--- config.mk ---
export PLATFORM = sky130hd
export DESIGN_NAME = tspl_merge
export DESIGN_NICKNAME = d
export VERILOG_FILES = /design/src/sv/tspl_pkg.sv /design/src/sv/tspl_merge.sv
export SDC_FILE = /design/constraint.sdc
export NUM_CORES = 1
export LEC_CHECK = 0
export BUFFER_PORTS_ARGS = -buffer_cell sky130_fd_sc_hd__buf_2
export CORE_AREA = 3 3 149 151
export DETAILED_ROUTE_END_ITERATION = 7
export DIE_AREA = 0 0 152 154
export PLACE_DENSITY = 0.88
export SYNTH_ARGS = -nofsm -noshare
export SYNTH_HDL_FRONTEND = slang
export SYNTH_SLANG_ARGS = --single-unit
--- constraint.sdc ---
create_clock -name clk -period 0.9 [get_ports clk]
set_clock_uncertainty 0.2 [all_clocks]
set_input_delay 0.045 -clock clk [delete_from_list [all_inputs] [get_ports clk]]
set_output_delay 0.045 -clock clk [all_outputs]
set_load 0.01 [all_outputs]
--- src/sv/tspl_pkg.sv ---
// Shared types, widths and constants of the triangle pressure load block.
package tspl_pkg;

    localparam int COORD_W    = 32;
    localparam int LOAD_W     = 64;
    localparam int EDGE_W     = COORD_W + 1;
    localparam int MAG_W      = COORD_W;
    localparam int PROD_W     = 2 * MAG_W;
    localparam int NORM_W     = PROD_W + 2;
    localparam int NMAG_W     = PROD_W + 1;
    localparam int SUM_W      = NMAG_W + COORD_W;
    localparam int DIG_W      = 16;
    localparam int NUM_DIG    = LOAD_W / DIG_W;
    localparam int RULE_W     = 2;
    localparam int DIV_W      = 2;
    localparam int RECIP_W    = DIG_W + DIV_W;
    localparam int RECIP_SH   = DIG_W + 3;
    localparam int NUM_LANES  = 3;
    localparam int LANE_STAGES = 7 + NUM_DIG;

    typedef enum logic [RULE_W-1:0] {
        RULE_3PT  = 2'd0,
        RULE_7PT  = 2'd1,
        RULE_13PT = 2'd2,
        RULE_RSVD = 2'd3
    } rule_t;

    typedef logic signed [EDGE_W-1:0]  edge_t;
    typedef logic signed [COORD_W-1:0] coord_t;

    // Every rule integrates a linear shape function to exactly 1/6, i.e. half
    // weight sum over 3; the lanes divide by the odd part with a reciprocal.
    typedef struct packed {
        logic [DIV_W-1:0]   div;
        logic [RECIP_W-1:0] recip;
    } div_const_t;

    typedef struct packed {
        logic              neg;
        logic [LOAD_W-1:0] mag;
    } lane_res_t;

    function automatic div_const_t rule_div(input rule_t rule);
        div_const_t dc;
        unique case (rule)
            RULE_3PT:  dc = '{div: DIV_W'(3), recip: RECIP_W'(174763)};
            RULE_7PT:  dc = '{div: DIV_W'(3), recip: RECIP_W'(174763)};
            RULE_13PT: dc = '{div: DIV_W'(3), recip: RECIP_W'(174763)};
            default:   dc = '{div: DIV_W'(3), recip: RECIP_W'(174763)};
        endcase
        return dc;
    endfunction

endpackage

--- src/sv/tspl_merge.sv ---
// Merge stage: applies sign and clamp to the lane results and registers the output word.
module tspl_merge
    import tspl_pkg::*;
(
    input  logic               clk,
    input  logic               rst_n,
    input  logic               valid,
    input  lane_res_t          res [NUM_LANES],
    output logic               done,
    output logic [LOAD_W-1:0]  load [NUM_LANES]
);

    localparam logic [LOAD_W-1:0] POS_MAX = {1'b0, {(LOAD_W-1){1'b1}}};
    localparam logic [LOAD_W-1:0] NEG_MIN = {1'b1, {(LOAD_W-1){1'b0}}};

    logic              done_reg;
    logic [LOAD_W-1:0] load_reg  [NUM_LANES];
    logic [LOAD_W-1:0] load_next [NUM_LANES];

    always_comb
    begin
        for (int i = 0; i < NUM_LANES; i++)
        begin
            if (res[i].mag[LOAD_W-1])
                load_next[i] = res[i].neg ? NEG_MIN : POS_MAX;
            else
                load_next[i] = res[i].neg ? -res[i].mag : res[i].mag;
        end
    end

    always_ff @(posedge clk or negedge rst_n)
    begin
        if (!rst_n)
            done_reg <= 1'b0;
        else
            done_reg <= valid;
    end

    always_ff @(posedge clk)
    begin
        for (int i = 0; i < NUM_LANES; i++)
            load_reg[i] <= load_next[i];
    end

    assign done = done_reg;
    assign load = load_reg;

endmodule
==> flow_metrics.env, run 1 <==
export IMPL_avgSynthCellArea_sq_um=8.004
export IMPL_h_tree_depth=4
export IMPL_cts_setup_buffers=88
export IMPL_die_h_um=154
export IMPL_cts_buffer_depth=2
export IMPL_ios=391
export IMPL_syn_area_sq_um=10650
export IMPL_place_area_sq_um=17710
export IMPL_cts_root_buffer_cell="clkbuf_16"
export IMPL_synth_nets=1531
export IMPL_ys_async_sr_fraction=0.005181
export IMPL_synth_cell_types=66
export IMPL_firstError="[ERROR DPL-0038] Utilization greater than 100%, impossible to legalize"
export IMPL_clock_sinks=193
export IMPL_preCtsSetupSlack_ps=-1732
export IMPL_synth_seq_cells=193
export IMPL_port_buffers=390
export IMPL_status="stopped before the end"
export IMPL_syn_inst=1330
export IMPL_hpwlAfterDp_um=42530
export IMPL_place_gp_congestion=1.052
export IMPL_seq_area_frac_synth=0.3634
export IMPL_haltStage="4_1_cts"
export IMPL_postCtsHoldBufs=20
export IMPL_fp_dieW_um=152
export IMPL_yosysWarningCount=0
export IMPL_start_util=0.5080
export IMPL_post_cts_resized=623
export IMPL_numCtsBuffers=17
export IMPL_synth_edf_count=0
export IMPL_synth_ff_type="dfxtp_1"
export IMPL_rows=53
==> per-stage QoR <==
stage / instances / util / setup TNS, ps
2_1_floorplan: 1330 / - / -161160
3_3_place_gp: 2374 / 0.8452 / -208960
3_5_place_dp: 2374 / 0.8452 / -222990
==> cell usage after synthesis, drive strengths merged, types with 25 or more instances <==
| cell | instances | area, sq um |
|---|---|---|
| clkbuf | 81 | 304.0 |
| nor4 | 52 | 331.6 |
| nor3 | 65 | 325.3 |
| o21ai | 30 | 150.1 |
| or4 | 48 | 374.1 |
| o211ai | 28 | 210.2 |
| o31ai | 27 | 202.7 |
| nor2 | 228 | 855.8 |
| o22ai | 40 | 250.2 |
| mux2i | 29 | 290.3 |
| nand2 | 48 | 180.2 |
| nand4 | 32 | 200.2 |
| xor2 | 73 | 639.4 |
| or3 | 35 | 219.0 |
| a21oi | 50 | 250.2 |
| nand3 | 26 | 130.1 |
| dfxtp | 192 | 3844 |
| o41ai | 25 | 241.5 |
==> cells by family after synthesis <==
family	share of synthesized area
AOI/OAI and AO/OA	0.1890
xor gates and xnor gates	0.06335
adders and majority gates	0.003526
buffers and inverters	0.04149
DFF	0.3634
muxes	0.02727
and+or+nand+nor	0.3119
==> run 2: changes to the inputs <==
--- a/config.mk
+++ b/config.mk
@@ -6,10 +6,10 @@
 export NUM_CORES = 1
 export LEC_CHECK = 0
 export BUFFER_PORTS_ARGS = -buffer_cell sky130_fd_sc_hd__buf_2
-export CORE_AREA = 3 3 149 151
+export CORE_MARGIN = 3
+export CORE_UTILIZATION = 40
 export DETAILED_ROUTE_END_ITERATION = 7
-export DIE_AREA = 0 0 152 154
-export PLACE_DENSITY = 0.88
+export PLACE_DENSITY_LB_ADDON = 0.15
 export SYNTH_ARGS = -nofsm -noshare
 export SYNTH_HDL_FRONTEND = slang
 export SYNTH_SLANG_ARGS = --single-unit
==> run 2 against run 1 <==
Compared with the run above:
- the flow now finishes, with violations (hold timing, setup timing)
- synthesized cell count is the same
- area after synthesis is the same
==> flow_metrics.env, run 2 <==
export IMPL_min_period_ps=2123
export IMPL_vias=16290
export IMPL_syn_area_sq_um=10650
export IMPL_fin_hold_ws_ps=-329.1
export IMPL_relSlewSlack=0.5618
export IMPL_final_util=0.8656
export IMPL_post_synth_top_count_cell="nor2_1"
export IMPL_tritoncts="built"
export IMPL_drt_total_wl_um=62840
export IMPL_netlist_area_leader_share=0.3611
export IMPL_synth_nets=1531
export IMPL_cts_buffer_depth=2
export IMPL_worst_path_max_fanout=7
export IMPL_rows=59
export IMPL_route_antenna_remaining_nets=0
export IMPL_grt_max_degree=98
export IMPL_grt_total_usage=0.3326
export IMPL_place_gp_congestion=0.9504
export IMPL_startpoint="res[172]"
export IMPL_initialDrtViolationCount=1874
export IMPL_route_detailed_drc=0
export IMPL_yosysWarningCount=0
export IMPL_cp_top_family="simple AND/OR/NAND/NOR gates"
export IMPL_drive_gt1_frac=0.6426
export IMPL_ys_async_sr_fraction=0.005181
export IMPL_final_common_cell="buf_4"
export IMPL_cp_slowest_cell="or4_4"
export IMPL_synth_top_family_by_area="simple AND/OR/NAND/NOR gates"
export IMPL_max_freq_ghz=0.4711
export IMPL_synth_seq_cells=193
export IMPL_layout_common_cells="buf_4 (414), buf_6 (270), buf_2 (233), nor2_1 (212), dfxtp_2 (116)"
export IMPL_start_util=0.4074
export IMPL_cap_violations=0
export IMPL_placedCellCount=2425
export IMPL_clock_sinks=193
export IMPL_synth_edf_count=0
export IMPL_cp_slowest_stage_delay_ps=570
export IMPL_violations="hold timing, setup timing"
export IMPL_crit_buf_inv=1
export IMPL_multi_input_area_sq_um=9072
export IMPL_grt_overflow_total=0
export IMPL_ios=391
export IMPL_synth_area_leaders="dfxtp_1 (36%), nor2_1 (8.0%), xor2_1 (6.0%), nor3_1 (3.1%), or4_1 (3.0%)"
export IMPL_port_buffers=390
export IMPL_grt_first_pass_wirelength_um=76580
export IMPL_critPathArrivalTime_ps=2310
export IMPL_status="finished with violations"
export IMPL_crit_path_frequent_cell="or4_4"
export IMPL_nets=2443
export IMPL_numCtsBuffers=17
export IMPL_leakage_nw=10.16
export IMPL_yosys_area_top_type="dfxtp_1"
export IMPL_crit_cells=6
export IMPL_slew_viol_final=0
export IMPL_netlist_top_cells_count="nor2_1 (228), dfxtp_1 (192), clkbuf_1 (81)"
export IMPL_final_cells=2599
export IMPL_die_h_um=169.1
export IMPL_largest_reg_flops=192
export IMPL_wl_per_cell_um=24.18
export IMPL_syn2layout_area_growth_pct=112.5
export IMPL_endpoint="load[188]$_DFF_P_"
export IMPL_fillers=1209
export IMPL_syn_inst=1330
export IMPL_synth_compound_area_frac=0.1890
export IMPL_hold_violations=184
export IMPL_peakVddDrop_uv=1014
export IMPL_synth_ff_type="dfxtp_1"
export IMPL_dieArea_sq_um=28610
export IMPL_ff_latch_area_sq_um=4021
export IMPL_synth_simple_area_share=0.3119
export IMPL_cp_start_kind="primary input"
export IMPL_synth_fa_ha_area_frac=0.003526
export IMPL_grt_pass1_vias=14560
export IMPL_worstHoldPathType="in2reg"
export IMPL_worstSetupPathType="in2reg"
export IMPL_cts_clk_slew_worst_paths_ps=90
export IMPL_pwr_density_cell_nw_per_um2=1134
export IMPL_endpoint_kind="flop"
export IMPL_h_tree_depth=4
export IMPL_postLayoutSetupSlackWorst_ps=-1223
export IMPL_fin_crit_sh=2.358
export IMPL_hpwlAfterDp_um=35820
export IMPL_synth_cell_types=66
export IMPL_fp_dieW_um=169.1
export IMPL_seq_area_frac_synth=0.3634
export IMPL_muxShareOfSynthArea=0.02727
export IMPL_avgSynthCellArea_sq_um=8.004
export IMPL_worst_slew_pin_slew_ps=651.3
export IMPL_drtPass1Iterations=8
export IMPL_cts_root_buffer_cell="clkbuf_16"
export IMPL_setup_viol=376
export IMPL_synth_xor_area_frac=0.06335
export IMPL_crit_required_ps=1080
export IMPL_antenna_found_initial=9
export IMPL_via_per_inst=6.269
export IMPL_rsz0062_at_grt="yes"
export IMPL_core_area_sq_um=26130
export IMPL_path_cells="buf_6 > or4_4 > or4_4 > or4_4 > o41ai_4 > xor2_1"
## run 2: per-stage QoR
step	power (W)	setup slack (ps)	cell area [sq um]	TNS, ps
3_5_place_dp	0.01560	-1647	17770	-215890
3_3_place_gp	0.01550	-1656	17770	-212370
6_report	0.02566	-1223	22620	-178320
5_1_grt	0.02632	-1248	22610	-187670
4_1_cts	0.02396	-1134	20500	-164480
2_1_floorplan	0.01234	-1527	12660	-161160
## run 2: routing by layer
metal  vias to the layer above  track usage  part of all wire
met3                       469      0.06685             0.093
met4                         2       0.1799             0.086
met2                      1274       0.5780              0.48
li1                       6846            -                 -
met1                      7702       0.3854              0.34
met5                         -            0           0.00013
## run 2: how the worst min path moves through the flow
| stage | startpoint | to | cells after the start |
|---|---|---|---|
| finish | res[131] | load[129]$_DFF_P_ | 3 |
| CTS | res[118] | load[117]$_DFF_P_ | 3 |
| detailed placement | rst_n | done$_DFF_PN0_ | 1 |
| floorplan | rst_n | done$_DFF_PN0_ | 0 |
| global placement | rst_n | done$_DFF_PN0_ | 1 |
| global route | res[131] | load[129]$_DFF_P_ | 3 |
## run 2: cell type report
cell class	instances	share of cell area
Antenna cell	9	0.0009957
Clock buffer	19	0.01958
Clock inverter	13	0.006140
Inverter	19	0.006029
Multi-Input combinational cell	1024	0.4011
Sequential cell	193	0.1778
Tap cell	335	0.01853
Timing Repair Buffer	987	0.3698
## run 2: cells by family (layout without fill, tap and decap cells)
| kind of cell | after synthesis | count (layout) |
|---|---|---|
| other cells | 0 | 9 |
| mux | 29 | 29 |
| buf+inv | 113 | 1038 |
| simple gates | 627 | 627 |
| flops | 193 | 193 |
| xor+xnor | 77 | 77 |
| compound gates | 288 | 288 |
| fa+ha+maj | 3 | 3 |
## run 2: power by group
group          switching (W)  total (W)  internal (W)
clock                0.00405    0.00807       0.00402
combinational        0.00386    0.00772       0.00385
sequential          0.000423    0.00987       0.00945
total                0.00833     0.0257        0.0173
## run 2: timing repair
item	in CTS	in global routing
endpoints found under the hold margin	194	184
buffers inserted	60	63
setup endpoints to repair	372	376
gates cloned	0	2
pin swaps	151	152
hold buffers	26	3
gates resized for setup	291	437
No activity file was read; power rests on OpenSTA's default activity.
==> run 3: changes to the inputs <==
--- a/config.mk
+++ b/config.mk
@@ -9,6 +9,7 @@
 export CORE_MARGIN = 3
 export CORE_UTILIZATION = 40
 export DETAILED_ROUTE_END_ITERATION = 7
+export GPL_TIMING_DRIVEN = 0
 export PLACE_DENSITY_LB_ADDON = 0.15
 export SYNTH_ARGS = -nofsm -noshare
 export SYNTH_HDL_FRONTEND = slang
==> run 3 against run 2 <==
Compared with the run above:
- the flow still finishes with violations (hold timing, setup timing)
- first-iteration DRC count shrank 2.4%
- core utilization fell by 3.4 points
- critical path type unchanged
- final cell count decreased by 6.4%
- global-route usage is 2.0 points higher
- clock power shrank 4.6%
- die area unchanged
- sequential power shrank 0.7%
- sequential share of layout area up 0.64 points
- non-clock buffer count shrank 165
==> flow_metrics.env, run 3 (synthesized netlist as in run 2, its figures left out) <==
export IMPL_status="finished with violations"
export IMPL_violations="hold timing, setup timing"
export IMPL_initialDrtViolationCount=1829
export IMPL_fin_crit_sh=2.385
export IMPL_fillers=1378
export IMPL_start_util=0.4074
export IMPL_vias=15470
export IMPL_worst_path_max_fanout=4
export IMPL_cp_top_family="simple AND/OR/NAND/NOR gates"
export IMPL_worstSetupPathType="in2reg"
export IMPL_endpoint_kind="flop"
export IMPL_grt_max_degree=20
export IMPL_place_gp_congestion=0.9689
export IMPL_min_period_ps=2147
export IMPL_tritoncts="built"
export IMPL_worst_slew_pin_slew_ps=1313
export IMPL_die_h_um=169.1
export IMPL_cts_root_buffer_cell="clkbuf_16"
export IMPL_setup_viol=374
export IMPL_pwr_density_cell_nw_per_um2=1139
export IMPL_cp_start_kind="primary input"
export IMPL_leakage_nw=9.560
export IMPL_route_antenna_remaining_nets=0
export IMPL_drt_total_wl_um=61070
export IMPL_syn2layout_area_growth_pct=104.1
export IMPL_grt_overflow_total=0
export IMPL_h_tree_depth=4
export IMPL_rows=59
export IMPL_hpwlAfterDp_um=35280
export IMPL_worstHoldPathType="in2reg"
export IMPL_cap_violations=0
export IMPL_relSlewSlack=0.1245
export IMPL_path_cells="buf_6 > or4_4 > buf_6 > nor4_4 > nand4_1 > o41ai_4 > xor2_1"
export IMPL_via_per_inst=6.359
export IMPL_final_util=0.8314
export IMPL_cts_buffer_depth=2
export IMPL_peakVddDrop_uv=936.9
export IMPL_grt_pass1_vias=14090
export IMPL_dieArea_sq_um=28610
export IMPL_crit_required_ps=1090
export IMPL_grt_total_usage=0.3523
export IMPL_postLayoutSetupSlackWorst_ps=-1247
export IMPL_fp_dieW_um=169.1
export IMPL_antenna_found_initial=5
export IMPL_max_freq_ghz=0.4659
export IMPL_route_detailed_drc=0
export IMPL_numCtsBuffers=17
export IMPL_clock_sinks=193
export IMPL_multi_input_area_sq_um=9290
export IMPL_largest_reg_flops=192
export IMPL_fin_setup_tns_ps=-186300
export IMPL_grt_first_pass_wirelength_um=79760
export IMPL_layout_common_cells="buf_6 (242), buf_2 (228), nor2_1 (207), buf_4 (155), dfxtp_2 (106)"
export IMPL_nets=2278
export IMPL_ff_latch_area_sq_um=4001
export IMPL_core_area_sq_um=26130
export IMPL_cts_clk_slew_worst_paths_ps=90
export IMPL_cp_slowest_cell="or4_4"
export IMPL_rsz0062_at_grt="yes"
export IMPL_ios=391
export IMPL_crit_buf_inv=2
export IMPL_final_common_cell="buf_6"
export IMPL_hold_violations=149
export IMPL_slew_viol_final=0
export IMPL_cp_slowest_stage_delay_ps=580
export IMPL_total_power_w=0.02474
export IMPL_port_buffers=383
export IMPL_critPathArrivalTime_ps=2330
export IMPL_preCtsSetupSlack_ps=-1806
export IMPL_drive_gt1_frac=0.5768
export IMPL_drtPass1Iterations=6
export IMPL_wl_per_cell_um=25.10
export IMPL_crit_path_frequent_cell="buf_6"
export IMPL_fin_hold_ws_ps=-352.7
-- run 3: final timing paths --
check	start	end	slack, ps	cells after the start
setup / recovery	res[152]	load[188]$_DFF_P_	-1250	7
hold / removal	res[65]	load[64]$_DFF_P_	-350	3
max in group asynchronous	rst_n	done$_DFF_PN0_	160	3
min in group asynchronous	rst_n	done$_DFF_PN0_	230	3
-- run 3: report_power, final --
group	internal, W	switching, W
sequential	0.00943	0.000371
combinational	0.00345	0.00379
clock	0.00374	0.00396
total	0.0166	0.00812
-- run 3: final cells by class --
| class | count | area share |
|---|---|---|
| sequential | 193 | 0.1842 |
| buffer | 80 | 0.03669 |
| inverter | 19 | 0.006335 |
| antenna | 9 | 0.001037 |
| clock inverter | 12 | 0.005241 |
| multi-input combinational | 1024 | 0.4276 |
| tap | 335 | 0.01929 |
| clock buffer | 19 | 0.02039 |
| timing repair buffer | 742 | 0.2992 |
-- run 3: timing repair --
action / in CTS / in global routing
endpoints found under the setup margin: 372 / 383
gates resized for setup: 285 / 535
hold buffers: 92 / 13
hold endpoints to repair: 194 / 154
setup buffers: 144 / 121
gates cloned: 5 / 0
pin swaps: 146 / 189
-- run 3: metrics by stage --
| stage | cell area [sq um] | instances |
|---|---|---|
| 2_1_floorplan | 12660 | 1330 |
| 3_3_place_gp | 14990 | 2048 |
| 3_5_place_dp | 14990 | 2048 |
| 4_1_cts | 19020 | 2310 |
| 5_1_grt | 21710 | 2427 |
| 6_report | 21730 | 2433 |
-- run 3: per-layer routing --
metal | vias up | GRT usage | routed length, um
li1 | 6503 | - | -
met1 | 7250 | 0.4159 | 21070
met2 | 1291 | 0.5925 | 28070
met3 | 428 | 0.07501 | 6982
met4 | 0 | 0.2059 | 4951
met5 | - | 0 | 0
==> run 4: changes to the inputs <==
==> constraint.sdc (replaced) <==
create_clock -name clk -period 1.82 [get_ports clk]
set_clock_uncertainty 0.2 [all_clocks]
set_input_delay 0.091 -clock clk [delete_from_list [all_inputs] [get_ports clk]]
set_output_delay 0.091 -clock clk [all_outputs]
set_load 0.01 [all_outputs]
==> run 4 against run 3 <==
Compared with the run above:
- the flow still finishes with violations (hold timing, setup timing)
- final cell count fell by 0.90%
- routed wire length fell by 12%
- cell area fell by 13%
- die area did not move
- setup slack improved by 930 ps
- combinational power fell by 58%
- global-route usage fell by 0.54 points
- clock power fell by 51%
- sequential share of layout area rose by 2.0 points
- total power fell by 53%
- first-iteration DRC count fell by 8.2%
- non-clock buffer count fell by 19
- critical endpoint is now load[189]$_DFF_P_
==> flow_metrics.env, run 4 (synthesized netlist as in run 2, its figures left out) <==
export IMPL_cp_start_kind="primary input"
export IMPL_cp_slowest_cell="or4_4"
export IMPL_syn2layout_area_growth_pct=78.20
export IMPL_fin_crit_sh=1.173
export IMPL_start_util=0.4074
export IMPL_cp_slowest_stage_delay_ps=570
export IMPL_violations="hold timing, setup timing"
export IMPL_drt_total_wl_um=53520
export IMPL_worstSetupPathType="in2reg"
export IMPL_final_common_cell="buf_2"
export IMPL_dieArea_sq_um=28610
export IMPL_status="finished with violations"
export IMPL_grt_first_pass_wirelength_um=78760
export IMPL_tritoncts="built"
export IMPL_cts_clk_slew_worst_paths_ps=80
export IMPL_crit_buf_inv=1
export IMPL_fin_setup_tns_ps=-6435
export IMPL_swShare=0.3162
export IMPL_min_period_ps=2134
export IMPL_leakage_nw=8.124
export IMPL_drtPass1Iterations=6
export IMPL_pwr_share_comb=0.263
export IMPL_p_clk_frac=0.327
export IMPL_max_freq_ghz=0.4686
export IMPL_power_switching_w=0.003653
export IMPL_relSlewSlack=0.1422
export IMPL_crit_path_frequent_cell="or4_4"
export IMPL_grt_pass1_vias=14400
export IMPL_fin_hold_ws_ps=-252.3
export IMPL_largest_reg_flops=192
export IMPL_cp_top_family="simple AND/OR/NAND/NOR gates"
export IMPL_place_area_sq_um=14150
export IMPL_cap_violations=0
export IMPL_rsz0062_at_grt="yes"
export IMPL_drive_gt1_frac=0.3713
export IMPL_pwr_density_cell_nw_per_um2=609.1
export IMPL_antenna_found_initial=5
export IMPL_layout_common_cells="buf_2 (359), dlygate4sd3_1 (239), nor2_1 (220), dfxtp_1 (192), buf_4 (78)"
export IMPL_ios=391
export IMPL_hold_violations=11
export IMPL_route_detailed_drc=0
export IMPL_vias=14610
export IMPL_fillers=1910
export IMPL_power_internal_w=0.007901
export IMPL_hpwlAfterDp_um=34450
export IMPL_clock_sinks=193
export IMPL_placedCellCount=2048
export IMPL_place_gp_congestion=0.9690
export IMPL_port_buffers=383
export IMPL_setup_viol=52
export IMPL_wl_per_cell_um=22.20
export IMPL_critPathArrivalTime_ps=2310
export IMPL_cts_buffer_depth=2
export IMPL_nets=2259
export IMPL_route_antenna_remaining_nets=0
export IMPL_worstHoldPathType="in2reg"
export IMPL_grt_overflow_total=0
export IMPL_grt_max_degree=19
export IMPL_fp_dieW_um=169.1
export IMPL_core_area_sq_um=26130
export IMPL_h_tree_depth=4
export IMPL_endpoint_kind="flop"
export IMPL_numCtsBuffers=17
export IMPL_finish_instance_area_sq_um=18970
export IMPL_rows=59
export IMPL_cts_root_buffer_cell="clkbuf_16"
export IMPL_worst_path_max_fanout=7
export IMPL_die_h_um=169.1
export IMPL_initialDrtViolationCount=1679
export IMPL_postLayoutSetupSlackWorst_ps=-314.2
export IMPL_final_cells=2411
export IMPL_slew_viol_final=0
export IMPL_peakVddDrop_uv=415.9
export IMPL_crit_required_ps=2000
export IMPL_via_per_inst=6.058
export IMPL_grt_total_usage=0.3469
export IMPL_path_cells="buf_8 > or4_4 > or4_4 > or4_4 > o41ai_4 > xor2_1"
export IMPL_p_seq_frac=0.410
export IMPL_worst_slew_pin_slew_ps=1287
-- run 4: repair_timing --
action / CTS / global route
endpoints found under the hold margin: 194 / 14
buffers inserted: 57 / 43
endpoints found under the setup margin: 117 / 129
cloned: 3 / 0
gates resized for setup: 114 / 131
hold buffers: 244 / 6
pin swaps: 67 / 78
-- run 4: stage by stage --
step	power, W	setup WS [ps]	util
2_1_floorplan	0.005966	-652.8	-
3_3_place_gp	0.007119	-939.1	0.5414
3_5_place_dp	0.007133	-938.6	0.5414
4_1_cts	0.01137	-338.0	0.6958
5_1_grt	0.01196	-334.3	0.7256
6_report	0.01155	-314.2	0.7259
-- run 4: power by group through the flow --
stage | Combinational, W | Clock [W] | Sequential [W]
finish | 0.00304 | 0.00378 | 0.00473
global route | 0.00322 | 0.00398 | 0.00476
CTS | 0.00284 | 0.00380 | 0.00473
detailed placement | 0.00231 | 0 | 0.00482
global placement | 0.00230 | 0 | 0.00482
floorplan | 0.000939 | 0 | 0.00503
-- run 4: area by class of cell --
type	instances	area [sq um]	share of cell area
Buffer	77	467.9	0.02467
Timing Repair Buffer	726	5406	0.2850
Tap cell	335	419.2	0.02210
Multi-Input combinational cell	1024	8115	0.4278
Sequential cell	193	3869	0.2039
Clock inverter	12	128.9	0.006794
Inverter	19	113.9	0.006002
Clock buffer	20	436.7	0.02302
Antenna cell	5	12.51	0.0006596
-- run 4: worst min-delay path: stages --
cell and delay [ps]:
buf_12 100, nor3_1 50, a21oi_1 110
-- run 4: path summary, 6_finish.rpt --
| kind | to | cells past startpoint | slack (ps) | from |
|---|---|---|---|---|
| worst max-delay path | load[189]$_DFF_P_ | 6 | -310 | res[168] |
| max in group asynchronous | done$_DFF_PN0_ | 3 | 1050 | rst_n |
| worst min-delay path | load[65]$_DFF_P_ | 3 | -250 | res[66] |
| min in group asynchronous | done$_DFF_PN0_ | 3 | 270 | rst_n |
-- run 4: metal layers --
layer	GRT usage	part of all wire	up-vias
met5	0	0.00064	-
met4	0.2080	0.055	6
met3	0.09178	0.10	231
met1	0.4143	0.37	6907
met2	0.5612	0.47	1003
li1	-	-	6458
